--- config.mk ---
export PLATFORM = sky130hd
export DESIGN_NAME = outstanding_request_tracker
export DESIGN_NICKNAME = d
export VERILOG_FILES = /design/src/ort_pkg.sv /design/src/ort_slot_mem.sv /design/src/ort_sub_unit.sv /design/src/outstanding_request_tracker.sv
export VERILOG_INCLUDE_DIRS = /design/src /design/src/src
export SDC_FILE = /design/constraint.sdc
export NUM_CORES = 2
export LEC_CHECK = 0
export BUFFER_PORTS_ARGS = -buffer_cell sky130_fd_sc_hd__buf_2
export CORE_UTILIZATION = 40
export CTS_CLUSTER_SIZE = 16
export DETAILED_ROUTE_END_ITERATION = 10
export GPL_ROUTABILITY_DRIVEN = 0
export PLACE_DENSITY = 0.63
export SKIP_LAST_GASP = 1
export SYNTH_ARGS = -nofsm -noshare
export SYNTH_HDL_FRONTEND = slang
export SYNTH_SLANG_ARGS = --single-unit
--- constraint.sdc ---
create_clock -name clk -period 10 [get_ports clk]
set_input_delay 2 -clock clk [delete_from_list [all_inputs] [get_ports clk]]
set_output_delay 2 -clock clk [all_outputs]
set_load 0.01 [all_outputs]
--- src/outstanding_request_tracker_macros.svh ---
// Assertion helpers for the request tracker.
// All checks sample on clk and are off while arst_n is low.
`ifndef OUTSTANDING_REQUEST_TRACKER_MACROS_SVH
`define OUTSTANDING_REQUEST_TRACKER_MACROS_SVH

// cond must hold at every edge
`define ORT_ASSERT_ALWAYS(label, cond, msg) \
	label: assert property (@(posedge clk) disable iff (!arst_n) (cond)) else $error(msg);

// cons must hold in the same cycle as ante
`define ORT_ASSERT_IMPL(label, ante, cons, msg) \
	label: assert property (@(posedge clk) disable iff (!arst_n) (ante) |-> (cons)) \
		else $error(msg);

// cons must hold in the cycle after ante
`define ORT_ASSERT_NEXT(label, ante, cons, msg) \
	label: assert property (@(posedge clk) disable iff (!arst_n) (ante) |=> (cons)) \
		else $error(msg);

`endif

--- src/ort_pkg.sv ---
`timescale 1ns / 1ps
`default_nettype none

package ort_pkg;

	localparam logic [2:0] CMD_ADD      = 3'd0;
	localparam logic [2:0] CMD_REMOVE   = 3'd1;
	localparam logic [2:0] CMD_COMPLETE = 3'd2;
	localparam logic [2:0] CMD_CHECK    = 3'd3;
	localparam logic [2:0] CMD_CANCEL   = 3'd4;

	localparam logic [1:0] CFG_TIMEOUT  = 2'd0;
	localparam logic [1:0] CFG_CALLABLE = 2'd1;

	localparam logic [31:0] TIMEOUT_RESET  = 32'd10;
	localparam logic [15:0] TIMEOUT_STATUS = 16'd504;

	// per-slot payload kept beside the handler word
	typedef struct packed {
		logic [31:0] ctx;
		logic [3:0]  kind;
		logic [31:0] stamp;
	} entry_t;

	typedef struct packed {
		logic wr_en;
		logic wr_data_en;
		logic rd_en;
	} mem_ctl_t;

	typedef struct packed {
		logic        fired;
		logic        ok;
		logic [15:0] index;
		logic [31:0] handler;
		logic [31:0] ctx;
		logic [3:0]  kind;
		logic [15:0] status;
		logic        last;
	} result_t;

endpackage

`default_nettype wire

--- src/ort_slot_mem.sv ---
`timescale 1ns / 1ps
`default_nettype none

module ort_slot_mem import ort_pkg::*; #(
	parameter int DEPTH = 16,
	parameter int SW    = 4
) (
	input  logic          clk,
	input  mem_ctl_t      ctl,
	input  logic [SW-1:0] wr_addr,
	input  logic [31:0]   wr_hdl,
	input  entry_t        wr_entry,
	input  logic [SW-1:0] rd_addr,
	output logic [31:0]   rd_hdl,
	output entry_t        rd_entry
);

	logic [31:0] hdl_mem [DEPTH];
	entry_t      ent_mem [DEPTH];

	// handler word is written alone on invalidate, with the payload on add
	always_ff @(posedge clk) begin
		if (ctl.wr_en) begin
			hdl_mem[wr_addr] <= wr_hdl;
		end
		if (ctl.wr_en && ctl.wr_data_en) begin
			ent_mem[wr_addr] <= wr_entry;
		end
		if (ctl.rd_en) begin
			rd_hdl   <= hdl_mem[rd_addr];
			rd_entry <= ent_mem[rd_addr];
		end
	end

endmodule

`default_nettype wire

--- src/ort_sub_unit.sv ---
`timescale 1ns / 1ps
`default_nettype none

module ort_sub_unit (
	input  logic [31:0] a,
	input  logic [31:0] b,
	output logic [31:0] diff,
	output logic        borrow
);

	// borrow set means a < b
	assign {borrow, diff} = {1'b0, a} - {1'b0, b};

endmodule

`default_nettype wire

--- src/outstanding_request_tracker.sv ---
`timescale 1ns / 1ps
`default_nettype none
// Outstanding request tracker: a ring of DEPTH pending requests keyed by sequence index.
// Command channel: an item is taken when start is high and busy is low; cmd picks
// add, remove, complete, check timeouts or cancel all. Each result shows for one
// cycle with result_valid high; last marks the done result that ends a command.
// Firings (fired = 1) come before the done result, one per qualifying entry.
// Config channel: cfg_valid/cfg_ready with cfg_index/cfg_data; cfg_ready is always
// high. Index 0 is timeout_ticks, index 1 callable_kind; other indexes are ignored.
// Each command ends with its done result, and the next item can be taken at the edge that
// takes that result. After a complete that hits the head, busy stays high past the done
// result while invalid entries are swept from the head, until a live entry stops the sweep
// or the ring is empty. Check and cancel on an empty ring give only the done result.
// Otherwise check walks from the head, dropping invalid and expired entries, until a live
// unexpired entry stops the walk or the ring is empty; cancel reads every entry. The
// single-port slot memory (one read a cycle) and the shared 32-bit subtractor (offset math
// and timeout compare) set the pace of these walks.
// The longest command with DEPTH = 16 is a check over a full expired ring.
// Reset clears the ring (fill 0, head 0, newest index 0) and the config registers
// to their defaults; slot contents are not cleared. The receiver cannot stall:
// every result is taken in the cycle it is shown.

`include "outstanding_request_tracker_macros.svh"

module outstanding_request_tracker import ort_pkg::*; #(
	parameter int DEPTH      = 16,
	parameter int INDEX_BITS = 16
) (
	input  logic        clk,
	input  logic        arst_n,
	input  logic        start,
	output logic        busy,
	input  logic [2:0]  cmd,
	input  logic [31:0] handler,
	input  logic [3:0]  entry_kind_in,
	input  logic [31:0] context_in,
	input  logic [15:0] seq_index,
	input  logic [31:0] now,
	input  logic [15:0] cancel_status,
	input  logic        cfg_valid,
	output logic        cfg_ready,
	input  logic [1:0]  cfg_index,
	input  logic [31:0] cfg_data,
	output logic        result_valid,
	output logic        fired,
	output logic        ok,
	output logic [15:0] index_out,
	output logic [31:0] handler_out,
	output logic [31:0] context_out,
	output logic [3:0]  entry_kind_out,
	output logic [15:0] status_out,
	output logic        last
);

	localparam int IB = INDEX_BITS;
	localparam int SW = $clog2(DEPTH);
	localparam int CW = $clog2(DEPTH + 1);

	localparam logic [3:0] S_IDLE   = 4'd0;
	localparam logic [3:0] S_DECODE = 4'd1;
	localparam logic [3:0] S_OFF1   = 4'd2;
	localparam logic [3:0] S_OFF2   = 4'd3;
	localparam logic [3:0] S_HIT    = 4'd4;
	localparam logic [3:0] S_HCHK   = 4'd5;
	localparam logic [3:0] S_EXP    = 4'd6;
	localparam logic [3:0] S_CAN    = 4'd7;
	localparam logic [3:0] S_DONE   = 4'd8;

	function automatic logic [SW-1:0] slot_inc(input logic [SW-1:0] s);
		return (s == SW'(DEPTH - 1)) ? '0 : s + 1'b1;
	endfunction

	function automatic logic [SW-1:0] slot_add(input logic [SW-1:0] a, input logic [SW-1:0] b);
		logic [SW:0] s;
		s = {1'b0, a} + {1'b0, b};
		if (s >= (SW+1)'(DEPTH)) begin
			s = s - (SW+1)'(DEPTH);
		end
		return s[SW-1:0];
	endfunction

	// sequence indexes run 1 .. 2^IB-1 and skip zero on wrap
	function automatic logic [IB-1:0] idx_inc(input logic [IB-1:0] x);
		return (x == {IB{1'b1}}) ? IB'(1) : x + 1'b1;
	endfunction

	function automatic logic [15:0] idx_out16(input logic [IB-1:0] x);
		logic [IB+15:0] w;
		w = {16'b0, x};
		return w[15:0];
	endfunction

	function automatic result_t done_res(input logic okv, input logic [15:0] idx);
		result_t r;
		r       = '0;
		r.ok    = okv;
		r.index = idx;
		r.last  = 1'b1;
		return r;
	endfunction

	logic [3:0]    state_q, state_d;
	logic [CW-1:0] fill_q, fill_d;
	logic [SW-1:0] head_slot_q, head_slot_d;
	logic [IB-1:0] head_idx_q, head_idx_d;
	logic [IB-1:0] newest_q, newest_d;
	logic [SW-1:0] cur_slot_q, cur_slot_d;
	logic [IB-1:0] cur_idx_q, cur_idx_d;
	logic [CW-1:0] cnt_q, cnt_d;
	logic [31:0]   diff_q, diff_d;
	logic          borrow_q, borrow_d;
	logic [IB-1:0] off_q, off_d;
	logic [SW-1:0] slot_q, slot_d;
	logic [31:0]   timeout_q;
	logic [3:0]    callable_q;

	logic [2:0]    cmd_q;
	logic [31:0]   handler_q;
	logic [3:0]    kind_q;
	logic [31:0]   ctx_q;
	logic [IB-1:0] idx_q;
	logic [31:0]   now_q;
	logic [15:0]   cstat_q;

	logic          res_valid_q, res_valid_d;
	result_t       res_q, res_d;

	mem_ctl_t      mem_ctl;
	logic [SW-1:0] wr_addr, rd_addr;
	logic [31:0]   wr_hdl, rd_hdl;
	entry_t        wr_entry, rd_entry;

	logic [31:0]   alu_a, alu_b, alu_diff;
	logic          alu_borrow;

	logic [IB+15:0] seq_wide;
	logic [IB-1:0]  nx_idx;
	logic [SW-1:0]  tail_slot, off_slot, head_next;
	result_t        fire_r;

	assign busy      = (state_q != S_IDLE);
	assign cfg_ready = 1'b1;
	assign seq_wide  = {{IB{1'b0}}, seq_index};

	assign nx_idx    = idx_inc(newest_q);
	assign tail_slot = slot_add(head_slot_q, fill_q[SW-1:0]);
	assign off_slot  = slot_add(head_slot_q, off_q[SW-1:0]);
	assign head_next = slot_inc(head_slot_q);
	assign wr_entry  = '{ctx: ctx_q, kind: kind_q, stamp: now_q};

	ort_slot_mem #(
		.DEPTH(DEPTH),
		.SW   (SW)
	) u_mem (
		.clk     (clk),
		.ctl     (mem_ctl),
		.wr_addr (wr_addr),
		.wr_hdl  (wr_hdl),
		.wr_entry(wr_entry),
		.rd_addr (rd_addr),
		.rd_hdl  (rd_hdl),
		.rd_entry(rd_entry)
	);

	ort_sub_unit u_sub (
		.a     (alu_a),
		.b     (alu_b),
		.diff  (alu_diff),
		.borrow(alu_borrow)
	);

	// operand select for the shared subtractor
	always_comb begin
		alu_a = '0;
		alu_b = '0;
		case (state_q)
			S_DECODE: begin
				alu_a = 32'(idx_q);
				alu_b = 32'(head_idx_q);
			end
			S_OFF1: begin
				// wrap correction: modulus is 2^IB - 1, so subtract one on borrow
				alu_a = diff_q;
				alu_b = 32'(borrow_q);
			end
			S_OFF2: begin
				alu_a = 32'(off_q);
				alu_b = 32'(fill_q);
			end
			S_HCHK: begin
				alu_a = now_q;
				alu_b = rd_entry.stamp;
			end
			S_EXP: begin
				alu_a = timeout_q;
				alu_b = diff_q;
			end
			default: begin
				alu_a = '0;
				alu_b = '0;
			end
		endcase
	end

	always_comb begin
		fire_r         = '0;
		fire_r.fired   = 1'b1;
		fire_r.ok      = 1'b1;
		fire_r.handler = rd_hdl;
		fire_r.ctx     = rd_entry.ctx;
		fire_r.kind    = rd_entry.kind;
		fire_r.index   = idx_out16((state_q == S_CAN) ? cur_idx_q : head_idx_q);
		fire_r.status  = (state_q == S_CAN) ? cstat_q : TIMEOUT_STATUS;
	end

	always_comb begin
		state_d     = state_q;
		fill_d      = fill_q;
		head_slot_d = head_slot_q;
		head_idx_d  = head_idx_q;
		newest_d    = newest_q;
		cur_slot_d  = cur_slot_q;
		cur_idx_d   = cur_idx_q;
		cnt_d       = cnt_q;
		diff_d      = diff_q;
		borrow_d    = borrow_q;
		off_d       = off_q;
		slot_d      = slot_q;
		res_valid_d = 1'b0;
		res_d       = res_q;
		mem_ctl     = '0;
		wr_addr     = tail_slot;
		wr_hdl      = handler_q;
		rd_addr     = head_slot_q;

		case (state_q)
			S_IDLE: begin
				if (start) begin
					state_d = S_DECODE;
				end
			end
			S_DECODE: begin
				case (cmd_q)
					CMD_ADD: begin
						res_valid_d = 1'b1;
						state_d     = S_IDLE;
						if (handler_q == '0 || fill_q == CW'(DEPTH)) begin
							res_d = done_res(1'b0, '0);
						end else begin
							mem_ctl.wr_en      = 1'b1;
							mem_ctl.wr_data_en = 1'b1;
							newest_d           = nx_idx;
							if (fill_q == '0) begin
								head_idx_d = nx_idx;
							end
							fill_d = fill_q + 1'b1;
							res_d  = done_res(1'b1, idx_out16(nx_idx));
						end
					end
					CMD_REMOVE, CMD_COMPLETE: begin
						if (idx_q == '0) begin
							res_valid_d = 1'b1;
							res_d       = done_res(1'b1, '0);
							state_d     = S_IDLE;
						end else if (fill_q == '0) begin
							res_valid_d = 1'b1;
							res_d       = done_res(1'b0, '0);
							state_d     = S_IDLE;
						end else begin
							diff_d   = alu_diff;
							borrow_d = alu_borrow;
							state_d  = S_OFF1;
						end
					end
					CMD_CHECK, CMD_CANCEL: begin
						if (fill_q == '0) begin
							res_valid_d = 1'b1;
							res_d       = done_res(1'b1, '0);
							state_d     = S_IDLE;
						end else begin
							mem_ctl.rd_en = 1'b1;
							rd_addr       = head_slot_q;
							cur_slot_d    = head_slot_q;
							cur_idx_d     = head_idx_q;
							cnt_d         = fill_q;
							state_d       = (cmd_q == CMD_CHECK) ? S_HCHK : S_CAN;
						end
					end
					default: begin
						res_valid_d = 1'b1;
						res_d       = done_res(1'b0, '0);
						state_d     = S_IDLE;
					end
				endcase
			end
			S_OFF1: begin
				off_d   = alu_diff[IB-1:0];
				state_d = S_OFF2;
			end
			S_OFF2: begin
				if (!alu_borrow) begin
					// distance from head not below fill: index not in the ring
					res_valid_d = 1'b1;
					res_d       = done_res(1'b0, '0);
					state_d     = S_IDLE;
				end else begin
					slot_d        = off_slot;
					mem_ctl.rd_en = 1'b1;
					rd_addr       = off_slot;
					state_d       = S_HIT;
				end
			end
			S_HIT: begin
				res_valid_d = 1'b1;
				state_d     = S_IDLE;
				if (cmd_q == CMD_COMPLETE) begin
					res_d         = done_res(1'b1, idx_out16(idx_q));
					res_d.handler = rd_hdl;
					res_d.ctx     = rd_entry.ctx;
					res_d.kind    = rd_entry.kind;
				end else begin
					res_d = done_res(1'b1, '0);
				end
				if (off_q == '0) begin
					head_slot_d = head_next;
					head_idx_d  = idx_inc(head_idx_q);
					fill_d      = fill_q - 1'b1;
					if (cmd_q == CMD_COMPLETE && fill_q > CW'(1)) begin
						mem_ctl.rd_en = 1'b1;
						rd_addr       = head_next;
						state_d       = S_HCHK;
					end
				end else begin
					mem_ctl.wr_en = 1'b1;
					wr_addr       = slot_q;
					wr_hdl        = '0;
				end
			end
			S_HCHK: begin
				// head walk: drop invalid entries one a cycle
				if (rd_hdl == '0) begin
					head_slot_d = head_next;
					head_idx_d  = idx_inc(head_idx_q);
					fill_d      = fill_q - 1'b1;
					if (fill_q > CW'(1)) begin
						mem_ctl.rd_en = 1'b1;
						rd_addr       = head_next;
					end else begin
						state_d = S_IDLE;
						if (cmd_q == CMD_CHECK) begin
							res_valid_d = 1'b1;
							res_d       = done_res(1'b1, '0);
						end
					end
				end else if (cmd_q == CMD_CHECK) begin
					diff_d  = alu_diff;
					state_d = S_EXP;
				end else begin
					state_d = S_IDLE;
				end
			end
			S_EXP: begin
				if (alu_borrow) begin
					// age exceeds timeout
					if (rd_entry.kind == callable_q) begin
						res_valid_d = 1'b1;
						res_d       = fire_r;
					end
					head_slot_d = head_next;
					head_idx_d  = idx_inc(head_idx_q);
					fill_d      = fill_q - 1'b1;
					if (fill_q > CW'(1)) begin
						mem_ctl.rd_en = 1'b1;
						rd_addr       = head_next;
						state_d       = S_HCHK;
					end else begin
						state_d = S_DONE;
					end
				end else begin
					res_valid_d = 1'b1;
					res_d       = done_res(1'b1, '0);
					state_d     = S_IDLE;
				end
			end
			S_CAN: begin
				if (rd_hdl != '0 && rd_entry.kind == callable_q) begin
					res_valid_d = 1'b1;
					res_d       = fire_r;
				end
				if (cnt_q == CW'(1)) begin
					state_d = S_DONE;
				end else begin
					cnt_d         = cnt_q - 1'b1;
					cur_slot_d    = slot_inc(cur_slot_q);
					cur_idx_d     = idx_inc(cur_idx_q);
					mem_ctl.rd_en = 1'b1;
					rd_addr       = slot_inc(cur_slot_q);
				end
			end
			S_DONE: begin
				res_valid_d = 1'b1;
				res_d       = done_res(1'b1, '0);
				state_d     = S_IDLE;
			end
			default: begin
				state_d = S_IDLE;
			end
		endcase
	end

	always_ff @(posedge clk or negedge arst_n) begin
		if (!arst_n) begin
			state_q     <= S_IDLE;
			fill_q      <= '0;
			head_slot_q <= '0;
			head_idx_q  <= '0;
			newest_q    <= '0;
			cmd_q       <= CMD_ADD;
			res_valid_q <= 1'b0;
			timeout_q   <= TIMEOUT_RESET;
			callable_q  <= '0;
		end else begin
			state_q     <= state_d;
			fill_q      <= fill_d;
			head_slot_q <= head_slot_d;
			head_idx_q  <= head_idx_d;
			newest_q    <= newest_d;
			res_valid_q <= res_valid_d;
			if (start && !busy) begin
				cmd_q <= cmd;
			end
			if (cfg_valid && cfg_ready) begin
				case (cfg_index)
					CFG_TIMEOUT:  timeout_q  <= cfg_data;
					CFG_CALLABLE: callable_q <= cfg_data[3:0];
					default: begin
					end
				endcase
			end
		end
	end

	always_ff @(posedge clk) begin
		cur_slot_q <= cur_slot_d;
		cur_idx_q  <= cur_idx_d;
		cnt_q      <= cnt_d;
		diff_q     <= diff_d;
		borrow_q   <= borrow_d;
		off_q      <= off_d;
		slot_q     <= slot_d;
		res_q      <= res_d;
		if (start && !busy) begin
			handler_q <= handler;
			kind_q    <= entry_kind_in;
			ctx_q     <= context_in;
			idx_q     <= seq_wide[IB-1:0];
			now_q     <= now;
			cstat_q   <= cancel_status;
		end
	end

	assign result_valid   = res_valid_q;
	assign fired          = res_q.fired;
	assign ok             = res_q.ok;
	assign index_out      = res_q.index;
	assign handler_out    = res_q.handler;
	assign context_out    = res_q.ctx;
	assign entry_kind_out = res_q.kind;
	assign status_out     = res_q.status;
	assign last           = res_q.last;

	`ORT_ASSERT_ALWAYS(a_fill_bound, fill_q <= CW'(DEPTH), "fill count beyond ring depth")
	`ORT_ASSERT_NEXT(a_idle_holds_ring, state_q == S_IDLE, $stable(fill_q) && $stable(head_slot_q), "ring moved while idle")
	`ORT_ASSERT_IMPL(a_result_from_work, res_valid_q, $past(state_q) != S_IDLE, "result without a command in flight")
	`ORT_ASSERT_NEXT(a_start_takes, start && !busy, busy && state_q == S_DECODE, "accepted command not decoded")

endmodule

`default_nettype wire

==> results.ini <==
[cts]
numCtsBuffers = 210
insertion_delay_ns = 0.87
cts.path.max_buffers = 3
postCtsSetupBuffers = 0
htree_num_levels = 4
cts_resized = 0
cts_root_buffer = clkbuf_16
cts_tree = yes
cts.sinks = 2098
cts_hold_buf = 0
clk_pin_slew_ns = 0.06

[power_and_ir_drop]
power.switching_uw = 11800
power_frac_seq = 0.406
pwr-share-comb = 0.348
switching_share = 0.379
power_density_nw_per_um2 = 313
intPower_uw = 19400
fin_total_pwr_uw = 31200
vdd_drop_max_mv = 0.451
clkPwrFrac = 0.246
p_leak_uw = 0.0325

[sta]
setup_slack_ns = 1.82
fmax_mhz = 122
relSlewSlack = 0.0702
period_share = 0.818
final-max-slew-violation-count = 0
final.setup_skew_ns = 0.0643
hold_violations = 0
rsz0062_at_grt = no
hold-worst-slack_ns = 0.516
finalSetupViolCount = 0
worst_slew_pin_slew_ns = 1.39
fin_tns_setup_ns = 0
finalCriticalPeriod_ns = 8.18

[cells_and_area]
n_fill_cell = 19000
multi_input_area_um2 = 22500
drive_above_1_share = 0.127
final_area_um2 = 99700
regArea_um2 = 62600
final_cell_mix = edfxtp_1 (2013), a2111oi_0 (805), inv_1 (451)
area_delta_synth_final_pct = 12.5
largest_reg_flops = 1088
nets = 6223
top_regs = u_mem.ent_mem: 1088 flops, u_mem.hdl_mem: 512 flops, u_mem.rd_entry: 68 flops
top_register = u_mem.ent_mem
layout_commonest_cell = edfxtp_1

[die]
fp.dieW_um = 473
initial_utilization = 0.403
die-area_um2 = 223000
ios = 279
coreArea_um2 = 220000
core.rowCount = 172
die_y_um = 473

[drt]
wl_per_cell_um = 28.3
routed-via-count = 56400
drt_first_pass_iters = 6
wl_um = 258000
vias_per_cell = 6.18
drc = 0
drtAntennaViolNets = 0
drt_iter0_drc = 6861

[synthesis]
synth-seq-cells = 2098
synth_edf_count = 2013
async_flop_share = 0.0405
synth-main-ff-cell = edfxtp_1
synth_seq_area_share = 0.706
synthesis.nets = 6132
synth.avg_cell_area_um2 = 15.0
synthCells = 5908
ys_warn_count = 0
ys_types = 72
netlist_area_um2 = 88600

[setup_path]
cp_common_cell = buf_4
crit_fanout = 134
start_kind = flop
path_cells = nand2b_1 > nor2_4 > buf_4 > a22oi_1 > ha_1 > a21oi_1 > o21ai_0 > a211o_1 > a41oi_1 > o21a_1 > o211ai_1 > buf_4 > a211o_4 > buf_12 > a2111oi_0 > a211oi_1 > or4_1
worst_setup_path_end_kind = flop
crit_slowest_cell = a211o_4
max_stage_delay_ns = 0.79
path_class = reg2reg
worst-endpoint-arrival_ns = 8.77
cp.required_ns = 10.59

[job]
cap_violations = 0

[placement]
dpl_cell_area_um2 = 93100
dpl.hpwl_um = 131000
port_buffers = 277
dp_slack_ns = 1.98

[global_route]
grt_usage = 0.225
antenna_found_initial = 19
overflow = 0
grt_pass1_wl_um = 376000
grt_max_degree = 194
first_global_vias = 55500

[min_path]
min_path_type = reg2reg

[run_status]
outcome = completed

[metrics by stage]
step / cells / util
3_5_place_dp: 8745 / 0.423
4_1_cts: 9125 / 0.453
2_1_floorplan: 5908 / -
5_1_grt: 9126 / 0.453
3_3_place_gp: 8745 / 0.423
6_report: 9128 / 0.453
[final timing paths]
kind / start / end / slack (ns) / cells past startpoint
setup / recovery: state_q[3] / u_mem.rd_entry[25] / 1.82 / 17
hold / removal: cstat_q[2] / status_out[2] / 0.52 / 1
setup reg to reg: state_q[3] / u_mem.rd_entry[25] / 1.82 / 17
hold reg to reg: cstat_q[2] / status_out[2] / 0.52 / 1
max in group asynchronous: arst_n / head_slot_q[3] / 7.61 / 2
min in group asynchronous: arst_n / newest_q[15] / 1.06 / 1
[routing by layer]
layer | up-vias | part of all wire | wire length (um) | GRT usage
met1 | 28800 | 0.42 | 108000 | 0.315
met2 | 3016 | 0.46 | 118000 | 0.352
met5 | - | 0.00032 | 82 | 0
li1 | 24100 | - | - | -
met4 | 14 | 0.034 | 8670 | 0.0814
met3 | 481 | 0.088 | 22800 | 0.0365
[power by group through the flow]
stage	Combinational, uW	Clock (uW)	Sequential (uW)
floorplan	7030	0	12400
global placement	10600	0	12800
detailed placement	10700	0	12800
CTS	10800	7790	12700
global route	11600	8110	12800
finish	10900	7670	12700
[final cells by class]
| type | count | area share |
|---|---|---|
| Sequential cell | 2098 | 0.628 |
| Tap cell | 2958 | 0.0371 |
| Clock inverter | 99 | 0.0102 |
| Timing Repair Buffer | 399 | 0.0258 |
| Multi-Input combinational cell | 2838 | 0.226 |
| Clock buffer | 281 | 0.0560 |
| Inverter | 452 | 0.0171 |
| Antenna cell | 3 | 0.0000753 |
[cell usage after synthesis (all sizes together) (4+ instances only)]
cell type	instances	area [um2]
a31oi	5	31.3
xor2	29	254
a31o	4	35.0
buf	84	529
o221ai	6	52.6
edfxtp	2013	60400
mux2i	400	4000
mux2	42	473
nand4	13	81.3
xnor2	52	455
o21ai	71	355
dfrtp	83	2080
a222oi	20	200
a211o	4	35.0
nand3b	4	30.0
o32ai	4	35.0
nor3	22	110
and2	117	732
a221oi	12	105
a21o	11	82.6
nand2	168	631
nor2	109	409
a2111oi	806	7070
or4	102	766
inv	452	1700
o21a	14	105
o22ai	4	25.0
o211ai	15	118
ha	48	601
nand2b	13	81.3
clkbuf	436	1640
a211oi	400	3000
a21boi	4	30.0
o31ai	9	67.6
a21oi	84	420
a22o	25	219
a22oi	60	450
nor4	30	188
and3	23	144
nand3	55	275
nor2b	11	68.8
[critical path: cells and delay by family (launching register included)]
family | cells | cell delay, ns
and+or+nand+nor | 3 | 1.40
adders and majority gates | 1 | 0.42
DFF | 1 | 0.53
buffers and inverters | 3 | 1.47
AOI/OAI and AO/OA | 10 | 3.84
[kinds of logic after synthesis]
| kind of cell | count (synthesis) | share of synthesized area |
|---|---|---|
| mux | 442 | 0.0505 |
| compound gates | 1581 | 0.143 |
| xor+xnor | 81 | 0.00801 |
| buf+inv | 972 | 0.0436 |
| simple gates | 681 | 0.0409 |
| other cells | 1 | 0.0000423 |
| flops | 2098 | 0.706 |
| fa+ha+maj | 52 | 0.00757 |
No activity file was read; power rests on OpenSTA's default activity.
